File: src/rtl/rcb_pkg.sv
package rcb_pkg;

  localparam int WORD_W    = 64;
  localparam int SEQ_W     = 64;
  localparam int BIT_W     = 6;
  localparam int BASE_W    = 58;
  localparam int KIND_W    = 2;
  localparam int STATUS_W  = 2;
  localparam int MOD_CNT_W = 6;

  localparam logic [KIND_W-1:0] KIND_INSERT = 2'd0;
  localparam logic [KIND_W-1:0] KIND_QUERY  = 2'd1;
  localparam logic [KIND_W-1:0] KIND_PREFIX = 2'd2;

  localparam logic [STATUS_W-1:0] STATUS_OK     = 2'd0;
  localparam logic [STATUS_W-1:0] STATUS_BEYOND = 2'd1;
  localparam logic [STATUS_W-1:0] STATUS_BELOW  = 2'd2;

  // Commands from the controller to the datapath
  typedef struct packed {
    logic clear_en;
    logic capture;
    logic look;
    logic rmw;
    logic casc_rd;
    logic casc_chk;
    logic mod_step;
    logic mod_fin;
    logic load_out;
  } rcb_cmd_t;

  // Status from the datapath to the controller
  typedef struct packed {
    logic clear_last;
    logic is_prefix;
    logic collapse;
    logic casc_more;
    logic mod_last;
  } rcb_sts_t;

endpackage

File: src/rtl/rcb_datapath.sv
module rcb_datapath #(
  parameter int RING_WORDS = 16
) (
  input  logic                          clk_i,
  input  logic                          rst_ni,
  input  logic [rcb_pkg::KIND_W-1:0]    kind_i,
  input  logic [rcb_pkg::SEQ_W-1:0]     seq_value_i,
  input  rcb_pkg::rcb_cmd_t             cmd_i,
  output rcb_pkg::rcb_sts_t             sts_o,
  output logic [rcb_pkg::STATUS_W-1:0]  status_o,
  output logic                          found_o,
  output logic [rcb_pkg::BASE_W-1:0]    base_words_o
);
  import rcb_pkg::*;

  localparam int                SLOT_W    = $clog2(RING_WORDS);
  localparam logic [BASE_W-1:0] RING_BASE = BASE_W'(RING_WORDS);
  localparam logic [SLOT_W:0]   RING_EXT  = (SLOT_W + 1)'(RING_WORDS);
  localparam logic [SLOT_W-1:0] LAST_SLOT = SLOT_W'(RING_WORDS - 1);

  // Remainder unit: fold 8-bit chunks, then reduce by reciprocal multiply
  localparam int     CHUNK_W    = 8;
  localparam int     NUM_CHUNKS = (BASE_W + CHUNK_W - 1) / CHUNK_W;
  localparam int     CHUNK_IX_W = $clog2(NUM_CHUNKS);
  localparam int     ACC_W      = CHUNK_W + SLOT_W + CHUNK_IX_W;
  localparam int     QUO_W      = ACC_W - SLOT_W + 1;
  localparam int     RECIP_SH   = ACC_W + SLOT_W;
  localparam longint RECIP      = ((longint'(1) << RECIP_SH) + longint'(RING_WORDS) -
                                   longint'(1)) / longint'(RING_WORDS);
  localparam logic [ACC_W:0]   RECIP_M  = (ACC_W + 1)'(RECIP);
  localparam logic [ACC_W-1:0] RING_ACC = ACC_W'(RING_WORDS);

  logic [KIND_W-1:0]    kind_q;
  logic [BASE_W-1:0]    word_q;
  logic [BIT_W-1:0]     bit_q;
  logic [BASE_W-1:0]    base_q;
  logic [SLOT_W-1:0]    base_slot_q;
  logic [SLOT_W-1:0]    slot_q;
  logic                 below_q;
  logic                 beyond_q;
  logic                 head_q;
  logic [STATUS_W-1:0]  pend_status_q;
  logic                 pend_found_q;
  logic [WORD_W-1:0]    mem_q [RING_WORDS];
  logic [WORD_W-1:0]    rdata_q;
  logic [SLOT_W-1:0]    clr_idx_q;
  logic [BASE_W-1:0]    mod_sh_q;
  logic [ACC_W-1:0]     acc_q;
  logic [QUO_W-1:0]     quo_q;
  logic [SLOT_W-1:0]    rem_q;
  logic [MOD_CNT_W-1:0] mod_cnt_q;
  logic [STATUS_W-1:0]  out_status_q;
  logic                 out_found_q;
  logic [BASE_W-1:0]    out_base_q;

  logic [BASE_W-1:0]   diff;
  logic                below;
  logic                beyond;
  logic [SLOT_W:0]     slot_sum;
  logic [SLOT_W:0]     slot_wrap;
  logic [SLOT_W-1:0]   look_slot;
  logic [STATUS_W-1:0] look_status;
  logic [WORD_W-1:0]   ins_word;
  logic [WORD_W-1:0]   prefix_mask;
  logic                in_win;
  logic                is_ins;
  logic                is_qry;
  logic                base_max;
  logic                collapse;
  logic                casc_more;
  logic                found_now;
  logic [SLOT_W-1:0]   weight_tab [NUM_CHUNKS];
  logic [ACC_W-1:0]    chunk_term;
  logic [2*ACC_W:0]    recip_prod;
  logic [ACC_W-1:0]    rem_full;
  logic [SLOT_W-1:0]   slot_adv;
  logic                wr_en;
  logic [SLOT_W-1:0]   wr_addr;
  logic [WORD_W-1:0]   wr_data;
  logic                rd_en;
  logic [SLOT_W-1:0]   rd_addr;

  // Place value of chunk idx, mod RING_WORDS
  function automatic int chunk_weight(int idx);
    int w;
    w = 1 % RING_WORDS;
    for (int i = 0; i < idx * CHUNK_W; i++) begin
      w = (w * 2) % RING_WORDS;
    end
    return w;
  endfunction

  for (genvar g = 0; g < NUM_CHUNKS; g++) begin : g_weight
    assign weight_tab[g] = SLOT_W'(chunk_weight(g));
  end

  always_comb begin
    diff      = word_q - base_q;
    below     = word_q < base_q;
    beyond    = !below && (diff >= RING_BASE);
    slot_sum  = {1'b0, base_slot_q} + {1'b0, diff[SLOT_W-1:0]};
    slot_wrap = (slot_sum >= RING_EXT) ? slot_sum - RING_EXT : slot_sum;
    look_slot = (below || beyond) ? '0 : slot_wrap[SLOT_W-1:0];

    is_ins = kind_q == KIND_INSERT;
    is_qry = kind_q == KIND_QUERY;

    if (is_ins && below) begin
      look_status = STATUS_BELOW;
    end else if (is_ins && beyond) begin
      look_status = STATUS_BEYOND;
    end else begin
      look_status = STATUS_OK;
    end

    in_win      = !below_q && !beyond_q;
    base_max    = &base_q;
    ins_word    = rdata_q | (WORD_W'(1) << bit_q);
    prefix_mask = (WORD_W'(1) << bit_q) - WORD_W'(1);
    collapse    = is_ins && in_win && (&ins_word) && head_q && !base_max;
    casc_more   = (&rdata_q) && !base_max;
    found_now   = is_qry && (below_q || (!beyond_q && rdata_q[bit_q]));

    // Fold one chunk per step, then quotient, then remainder
    chunk_term = ACC_W'(mod_sh_q[CHUNK_W-1:0]) *
                 ACC_W'(weight_tab[mod_cnt_q[CHUNK_IX_W-1:0]]);
    recip_prod = (2*ACC_W+1)'(acc_q) * (2*ACC_W+1)'(RECIP_M);
    rem_full   = acc_q - ACC_W'(quo_q) * RING_ACC;

    slot_adv = (base_slot_q == LAST_SLOT) ? '0 : base_slot_q + SLOT_W'(1);
  end

  always_comb begin
    wr_en   = 1'b0;
    wr_addr = clr_idx_q;
    wr_data = '0;
    priority if (cmd_i.clear_en) begin
      wr_en = 1'b1;
    end else if (cmd_i.rmw && is_ins && in_win) begin
      wr_en   = 1'b1;
      wr_addr = slot_q;
      wr_data = collapse ? '0 : ins_word;
    end else if (cmd_i.casc_chk && casc_more) begin
      wr_en   = 1'b1;
      wr_addr = base_slot_q;
    end else if (cmd_i.mod_fin && (bit_q != '0)) begin
      wr_en   = 1'b1;
      wr_addr = rem_q;
      wr_data = prefix_mask;
    end
    rd_en   = cmd_i.look || cmd_i.casc_rd;
    rd_addr = cmd_i.look ? look_slot : base_slot_q;
  end

  always_ff @(posedge clk_i) begin
    if (wr_en) begin
      mem_q[wr_addr] <= wr_data;
    end
    if (rd_en) begin
      rdata_q <= mem_q[rd_addr];
    end
  end

  always_ff @(posedge clk_i or negedge rst_ni) begin
    if (!rst_ni) begin
      base_q      <= '0;
      base_slot_q <= '0;
      clr_idx_q   <= '0;
    end else begin
      if (cmd_i.clear_en) begin
        clr_idx_q <= clr_idx_q + SLOT_W'(1);
      end
      if (cmd_i.look && (kind_q == KIND_PREFIX)) begin
        base_q <= word_q;
      end
      if ((cmd_i.rmw && collapse) || (cmd_i.casc_chk && casc_more)) begin
        base_q      <= base_q + BASE_W'(1);
        base_slot_q <= slot_adv;
      end
      if (cmd_i.mod_fin) begin
        base_slot_q <= rem_q;
      end
    end
  end

  always_ff @(posedge clk_i) begin
    if (cmd_i.capture) begin
      kind_q <= kind_i;
      word_q <= seq_value_i[SEQ_W-1:BIT_W];
      bit_q  <= seq_value_i[BIT_W-1:0];
    end
    if (cmd_i.look) begin
      slot_q        <= look_slot;
      below_q       <= below;
      beyond_q      <= beyond;
      head_q        <= word_q == base_q;
      pend_status_q <= look_status;
      pend_found_q  <= 1'b0;
      mod_sh_q      <= word_q;
      acc_q         <= '0;
      mod_cnt_q     <= '0;
    end
    if (cmd_i.mod_step) begin
      mod_cnt_q <= mod_cnt_q + MOD_CNT_W'(1);
      if (mod_cnt_q < MOD_CNT_W'(NUM_CHUNKS)) begin
        acc_q    <= acc_q + chunk_term;
        mod_sh_q <= mod_sh_q >> CHUNK_W;
      end else if (mod_cnt_q == MOD_CNT_W'(NUM_CHUNKS)) begin
        quo_q <= recip_prod[2*ACC_W:RECIP_SH];
      end else begin
        rem_q <= rem_full[SLOT_W-1:0];
      end
    end
    if (cmd_i.rmw) begin
      pend_found_q <= found_now;
    end
    if (cmd_i.load_out) begin
      out_status_q <= pend_status_q;
      out_found_q  <= cmd_i.rmw ? found_now : pend_found_q;
      out_base_q   <= base_q;
    end
  end

  assign sts_o.clear_last = clr_idx_q == LAST_SLOT;
  assign sts_o.is_prefix  = kind_q == KIND_PREFIX;
  assign sts_o.collapse   = collapse;
  assign sts_o.casc_more  = casc_more;
  assign sts_o.mod_last   = mod_cnt_q == MOD_CNT_W'(NUM_CHUNKS + 1);

  assign status_o     = out_status_q;
  assign found_o      = out_found_q;
  assign base_words_o = out_base_q;

endmodule

File: src/rtl/rcb_controller.sv
module rcb_controller (
  input  logic              clk_i,
  input  logic              rst_ni,
  input  logic              in_valid_i,
  output logic              in_ready_o,
  output logic              out_valid_o,
  input  logic              out_ready_i,
  input  rcb_pkg::rcb_sts_t sts_i,
  output rcb_pkg::rcb_cmd_t cmd_o
);
  import rcb_pkg::*;

  typedef enum logic [3:0] {
    S_CLEAR,
    S_IDLE,
    S_LOOK,
    S_RMW,
    S_CRD,
    S_CCHK,
    S_MOD,
    S_MFIN,
    S_DONE
  } state_e;

  state_e   state_q, state_d;
  logic     out_valid_q, out_valid_d;
  logic     out_free;
  rcb_cmd_t cmd;

  assign out_free = !out_valid_q || out_ready_i;

  always_comb begin
    state_d     = state_q;
    out_valid_d = out_valid_q && !out_ready_i;
    cmd         = '0;
    unique case (state_q)
      S_CLEAR: begin
        cmd.clear_en = 1'b1;
        if (sts_i.clear_last) begin
          state_d = S_IDLE;
        end
      end
      S_IDLE: begin
        if (in_valid_i) begin
          cmd.capture = 1'b1;
          state_d     = S_LOOK;
        end
      end
      S_LOOK: begin
        cmd.look = 1'b1;
        state_d  = sts_i.is_prefix ? S_MOD : S_RMW;
      end
      S_RMW: begin
        cmd.rmw = 1'b1;
        if (sts_i.collapse) begin
          state_d = S_CRD;
        end else if (out_free) begin
          cmd.load_out = 1'b1;
          out_valid_d  = 1'b1;
          state_d      = S_IDLE;
        end else begin
          state_d = S_DONE;
        end
      end
      S_CRD: begin
        cmd.casc_rd = 1'b1;
        state_d     = S_CCHK;
      end
      S_CCHK: begin
        cmd.casc_chk = 1'b1;
        if (sts_i.casc_more) begin
          state_d = S_CRD;
        end else if (out_free) begin
          cmd.load_out = 1'b1;
          out_valid_d  = 1'b1;
          state_d      = S_IDLE;
        end else begin
          state_d = S_DONE;
        end
      end
      S_MOD: begin
        cmd.mod_step = 1'b1;
        if (sts_i.mod_last) begin
          state_d = S_MFIN;
        end
      end
      S_MFIN: begin
        cmd.mod_fin = 1'b1;
        if (out_free) begin
          cmd.load_out = 1'b1;
          out_valid_d  = 1'b1;
          state_d      = S_IDLE;
        end else begin
          state_d = S_DONE;
        end
      end
      S_DONE: begin
        if (out_free) begin
          cmd.load_out = 1'b1;
          out_valid_d  = 1'b1;
          state_d      = S_IDLE;
        end
      end
      default: begin
        state_d = S_IDLE;
      end
    endcase
  end

  always_ff @(posedge clk_i or negedge rst_ni) begin
    if (!rst_ni) begin
      state_q     <= S_CLEAR;
      out_valid_q <= 1'b0;
    end else begin
      state_q     <= state_d;
      out_valid_q <= out_valid_d;
    end
  end

  assign in_ready_o  = state_q == S_IDLE;
  assign out_valid_o = out_valid_q;
  assign cmd_o       = cmd;

  a_no_accept_in_clear: assert property (@(posedge clk_i) disable iff (!rst_ni)
    state_q == S_CLEAR |-> !in_ready_o)
    else $error("input ready during clearing pass");

  a_accept_to_look: assert property (@(posedge clk_i) disable iff (!rst_ni)
    (in_valid_i && in_ready_o) |=> state_q == S_LOOK)
    else $error("accepted transaction did not enter lookup");

  a_mfin_after_mod: assert property (@(posedge clk_i) disable iff (!rst_ni)
    state_q == S_MFIN |-> $past(state_q) == S_MOD)
    else $error("prefix finish without remainder pass");

  a_load_sets_valid: assert property (@(posedge clk_i) disable iff (!rst_ni)
    cmd.load_out |=> out_valid_q)
    else $error("result loaded but not presented");

endmodule

File: src/rtl/rolling_completion_bitmap.sv
// Rolling completion bitmap: records which 64-bit sequence numbers are done.
// Input channel (in_valid_i/in_ready_o): kind_i and seq_value_i. Kind insert
// sets the bit of seq_value_i, query reports it on found_o, mark prefix
// declares everything below seq_value_i done. Every transaction yields one
// result on the output channel (out_valid_o/out_ready_i): status_o, found_o
// and base_words_o, the count of fully completed 64-bit words afterwards.
// One transaction is worked at a time. Insert and query: the transaction is
// captured, looked up and read-modified-written, and the result is loaded
// into the output register; each full word that an insert collapses adds
// a ring read and a check. Mark prefix: captured, looked up, then the
// base-mod-RING_WORDS unit runs (eight 8-bit chunks folded one per cycle,
// then a reciprocal multiply and a subtract) before the result is loaded.
// The window ring is one memory of RING_WORDS words with a single registered
// read port.
// After reset the ring is cleared one word per cycle; in_ready_o stays low
// during that pass. A result that waits on a stalled receiver is held in the
// output register; the next transaction is still accepted and worked, and
// its result waits until the register frees up.
module rolling_completion_bitmap #(
  parameter int RING_WORDS = 16
) (
  input  logic                          clk_i,
  input  logic                          rst_ni,
  input  logic                          in_valid_i,
  output logic                          in_ready_o,
  input  logic [rcb_pkg::KIND_W-1:0]    kind_i,
  input  logic [rcb_pkg::SEQ_W-1:0]     seq_value_i,
  output logic                          out_valid_o,
  input  logic                          out_ready_i,
  output logic [rcb_pkg::STATUS_W-1:0]  status_o,
  output logic                          found_o,
  output logic [rcb_pkg::BASE_W-1:0]    base_words_o
);
  import rcb_pkg::*;

  rcb_cmd_t cmd;
  rcb_sts_t sts;

  // Sequencer: clearing pass, lookup, read-modify-write, cascade, prefix
  rcb_controller u_ctrl (
    .clk_i       (clk_i),
    .rst_ni      (rst_ni),
    .in_valid_i  (in_valid_i),
    .in_ready_o  (in_ready_o),
    .out_valid_o (out_valid_o),
    .out_ready_i (out_ready_i),
    .sts_i       (sts),
    .cmd_o       (cmd)
  );

  // Ring memory, base counter, window compare and remainder unit
  rcb_datapath #(
    .RING_WORDS (RING_WORDS)
  ) u_dp (
    .clk_i        (clk_i),
    .rst_ni       (rst_ni),
    .kind_i       (kind_i),
    .seq_value_i  (seq_value_i),
    .cmd_i        (cmd),
    .sts_o        (sts),
    .status_o     (status_o),
    .found_o      (found_o),
    .base_words_o (base_words_o)
  );

endmodule
File: config.mk
export PLATFORM = sky130hd
export DESIGN_NAME = rolling_completion_bitmap
export DESIGN_NICKNAME = d
export VERILOG_FILES = /design/src/rtl/rcb_pkg.sv /design/src/rtl/rcb_datapath.sv /design/src/rtl/rcb_controller.sv /design/src/rtl/rolling_completion_bitmap.sv
export SDC_FILE = /design/constraint.sdc
export NUM_CORES = 2
export LEC_CHECK = 0
export ABC_AREA = 1
export BUFFER_PORTS_ARGS = -buffer_cell sky130_fd_sc_hd__buf_2
export CAP_MARGIN = 10
export CORE_UTILIZATION = 35
export CTS_CLUSTER_SIZE = 28
export DETAILED_ROUTE_END_ITERATION = 6
export GPL_TIMING_DRIVEN = 1
export HOLD_SLACK_MARGIN = 0.1
export SLEW_MARGIN = 30
export SYNTH_ARGS = -nofsm -noshare
export SYNTH_HDL_FRONTEND = slang
export SYNTH_HIERARCHICAL = 1
export SYNTH_SLANG_ARGS = --single-unit
File: constraint.sdc
create_clock -name clk_i -period 21.5 [get_ports clk_i]
set_clock_uncertainty 0.1 [all_clocks]
set_input_delay 1.075 -clock clk_i [delete_from_list [all_inputs] [get_ports clk_i]]
set_output_delay 1.075 -clock clk_i [all_outputs]
set_load 0.1 [all_outputs]
==> impl_metrics.yaml <==
job:
  max_cap_violations: 0
place:
  dp_cells: 9925
  dp_hpwl_um: 138000
  place.gp.congestion: 1.01
  io_buffers: 132
floorplanning:
  core-area_mm2: 0.193
  die_area_mm2: 0.197
  num_rows: 161
  die_y_um: 443
  die_w_um: 443
  io_pins: 133
  start_util: 0.353
final_layout:
  area_growth_pct: 12.2
  antenna_cells: 0
  fin_util: 0.397
  nNetsFinal: 7699
  drive_gt1_frac: 0.0731
  n_fill_cell: 18900
  finalNonFillerCells: 10200
power:
  vdd_drop_max_uv: 104
  p_leak_nw: 32.7
  p_total_w: 0.0107
  p_switching_w: 0.00466
  power_frac_seq: 0.348
  powerDensity_mw_per_mm2: 140
  swShare: 0.434
  power_frac_clock: 0.233
  combPwrFrac: 0.419
  power.internal_w: 0.00607
synth:
  syn-instance-count: 7506
  ys_seq_area_frac: 0.580
  yosysWarnings: 6
  ys.flop_type: "edfxtp_1"
  synthesis.nets: 7651
  postSynthAreaPerCell_um2: 9.08
  syn-cell-area_mm2: 0.0682
  ys_ff_latch: 1340
  synth_edf_count: 1235
  yosysUniqueCellTypes: 56
  ys_async_sr_fraction: 0.0530
sta:
  holdWs_ns: 0.347
  hold_viol: 0
  grt_setup_unrepaired: "false"
  slew_headroom: 0.304
  maxSlewViolCount: 0
  period_minus_slack_ns: 6.59
  worst_pin_slew_ns: 1.04
  final.period_utilization: 0.306
  setup_viol: 0
  setup-tns-final_ns: 0
  max_freq_mhz: 152
worst_setup_path:
  crit_arrival_ns: 6.91
  path_max_fanout: 33
  ff2ff_path_depth: 18
  crit_slowest_cell: "nor4_1"
  startpoint_type: "flip-flop"
  endpoint_kind: "flip-flop"
  critical_path_buf_inv_count: 5
  required_ns: 21.83
  crit_top_cell: "nand2_1"
  path_cells: "inv_1 -> nor3_1 -> nand4_1 -> nor4_1 -> nand2_1 -> inv_1 -> nand2_1 -> nand2_1 -> inv_1 -> buf_4 -> nand2_1 -> o221ai_1 -> nand2_1 -> nand3_1 -> o21ai_0 -> nand3_1 -> nor2_4 -> buf_4"
  path_class: "flip-flop to flip-flop"
  critPathTopFamily: "simple AND/OR/NAND/NOR gates"
  cp.depth: 18
  max_stage_delay_ns: 0.72
min_path:
  holdPathStages: 1
  hold_path.class: "input port to flip-flop"
global_route:
  grt_start_max_net_pins: 204
  grt_overflow: 0
  grt_use_total: 0.227
  grt_antenna_before_repair: 2
  grt_pass1_vias: 51200
  grt_pass1_wl_um: 337000
clock_network:
  clk_latency_ns: 0.82
  clock-sinks: 1340
  h-tree-depth: 4
  cts_tree: "done"
  cts-root-buf: "clkbuf_16"
  ctsLongestPathBuffers: 3
  cts_buffers: 148
  postCtsSetupBuffers: 0
  clk_transition_reported_paths_ns: 0.06
detailed_routing:
  vias: 54200
  drc: 2
  wl_um: 229000
  wl_per_cell_um: 22.5
  first_pass_iters: 7
  ant_nets: 0
  initialDrtViolationCount: 5635
  vias_per_cell: 5.32
status:
  status: "finished, violations left"
  violations: "DRC"
-- power groups by stage --
stage	combinational, W	sequential, W	clock, W
floorplan	0.00277	0.00388	0
global placement	0.00441	0.00377	0
detailed placement	0.00443	0.00378	0
CTS	0.00444	0.00373	0.00254
global route	0.00488	0.00377	0.00264
finish	0.00449	0.00373	0.00250
-- cell usage in the layout (no fill, tap or decap), drive strengths merged, types with 2 or more instances in the layout --
cell / count
a221oi: 5
o21ai: 129
ha: 72
nor2: 416
clkbuf: 193
buf: 251
dfxtp: 34
nand4: 76
o2111ai: 8
o22ai: 65
bufinv: 9
nand3: 1406
xnor2: 13
nor4b: 2
o21bai: 6
nand2: 1473
nand3b: 212
o311ai: 6
nor4: 35
dfrtp: 71
and2: 3
xor2: 66
inv: 1435
o211ai: 12
o31ai: 7
a21oi: 174
a211oi: 17
nor3: 106
o221ai: 9
fa: 3
or3: 2
a31oi: 21
clkinvlp: 6
nor3b: 4
edfxtp: 1235
or2: 8
clkinv: 71
a41oi: 2
-- state kept, by name (all words and copies together) (netlist names), 6 cells and up --
name and cells:
u_dp/rdata_q 64, u_dp/bit_q 6, u_dp/base_q 58, u_dp/mod_sh_q 30, u_dp/mod_cnt_q 6, u_dp/word_q 58, u_dp/base_words_o 58, u_dp/mem_q 1024
-- timing repair --
item / 4_1_cts / 5_1_grt
hold endpoints to repair: 25 / 0
gates resized for setup: 0 / 0
hold buffers: 1 / 0
-- cells by family (layout without fill, tap and decap cells) --
kind of cell / after synthesis / after routing / synth area share
fa+ha+maj: 75 / 75 / 0.0141
buf+inv: 1802 / 1966 / 0.104
xor+xnor: 79 / 79 / 0.0101
flops: 1340 / 1340 / 0.580
compound gates: 465 / 465 / 0.0392
simple gates: 3745 / 3745 / 0.252
-- synth_stat cells, types with 6 or more instances --
cell type / count / area (µm²)
o221ai_1: 9 / 78.8
xor2_1: 66 / 578
nor2_2: 14 / 87.6
a211oi_1: 17 / 128
clkbuf_1: 137 / 514
nor4_1: 34 / 213
o2111ai_1: 8 / 70.1
o21ai_1: 7 / 35.0
dfxtp_1: 34 / 681
xnor2_1: 13 / 114
buf_4: 52 / 390
o211ai_1: 12 / 90.1
o21ai_0: 122 / 611
o311ai_0: 6 / 52.6
buf_2: 126 / 631
o22ai_1: 65 / 407
dfrtp_1: 71 / 1780
ha_1: 72 / 901
nor2_1: 400 / 1500
clkinv_1: 15 / 56.3
nand3_1: 1405 / 7030
nand4_1: 75 / 469
buf_1: 39 / 146
nand2_1: 1469 / 5510
edfxtp_1: 1235 / 37100
o31ai_1: 7 / 52.6
a21oi_1: 174 / 871
nand3b_1: 212 / 1590
inv_1: 1411 / 5300
or2_2: 8 / 50.1
inv_2: 22 / 82.6
nor3_1: 104 / 521
a31oi_1: 21 / 131
-- through the flow --
step | cell area (µm²) | setup slack, ns
finish | 76500 | 14.92
global route | 76500 | 14.77
CTS | 76400 | 15.01
detailed placement | 71600 | 15.04
global placement | 71500 | 15.06
floorplan | 68200 | 14.18
-- final timing paths --
| kind | startpoint | end | slack, ns |
|---|---|---|---|
| max reg2reg | u_dp/rdata_q[17] | u_dp/mem_q[4][6] | 14.92 |
| min in group asynchronous | rst_ni | u_ctrl/state_q[3] | 0.66 |
| max in group asynchronous | rst_ni | u_dp/base_q[49] | 19.56 |
| min reg2reg | u_dp/mod_sh_q[49] | u_dp/mod_sh_q[41] | 0.36 |
| min | seq_value_i[18] | u_dp/word_q[12] | 0.35 |
| max | u_dp/rdata_q[17] | u_dp/mem_q[4][6] | 14.92 |
-- layer usage --
layer / GRT usage / vias up / part of all wire
li1: - / 25000 / -
met1: 0.308 / 26300 / 0.42
met2: 0.370 / 2566 / 0.47
met3: 0.0340 / 409 / 0.082
met4: 0.0758 / 2 / 0.032
met5: 0 / - / 0.000048
-- cell type report --
type                            instances  area (µm²)  share of cell area
Clock buffer                          193        3980              0.0520
Inverter                             1448        5450              0.0712
Tap cell                             2526        3160              0.0413
Clock inverter                         73         771              0.0101
Multi-Input combinational cell       4364       21900               0.286
Timing Repair Buffer                  252        1720              0.0225
Sequential cell                      1340       39500               0.517
No activity file was read; power rests on OpenSTA's default activity.
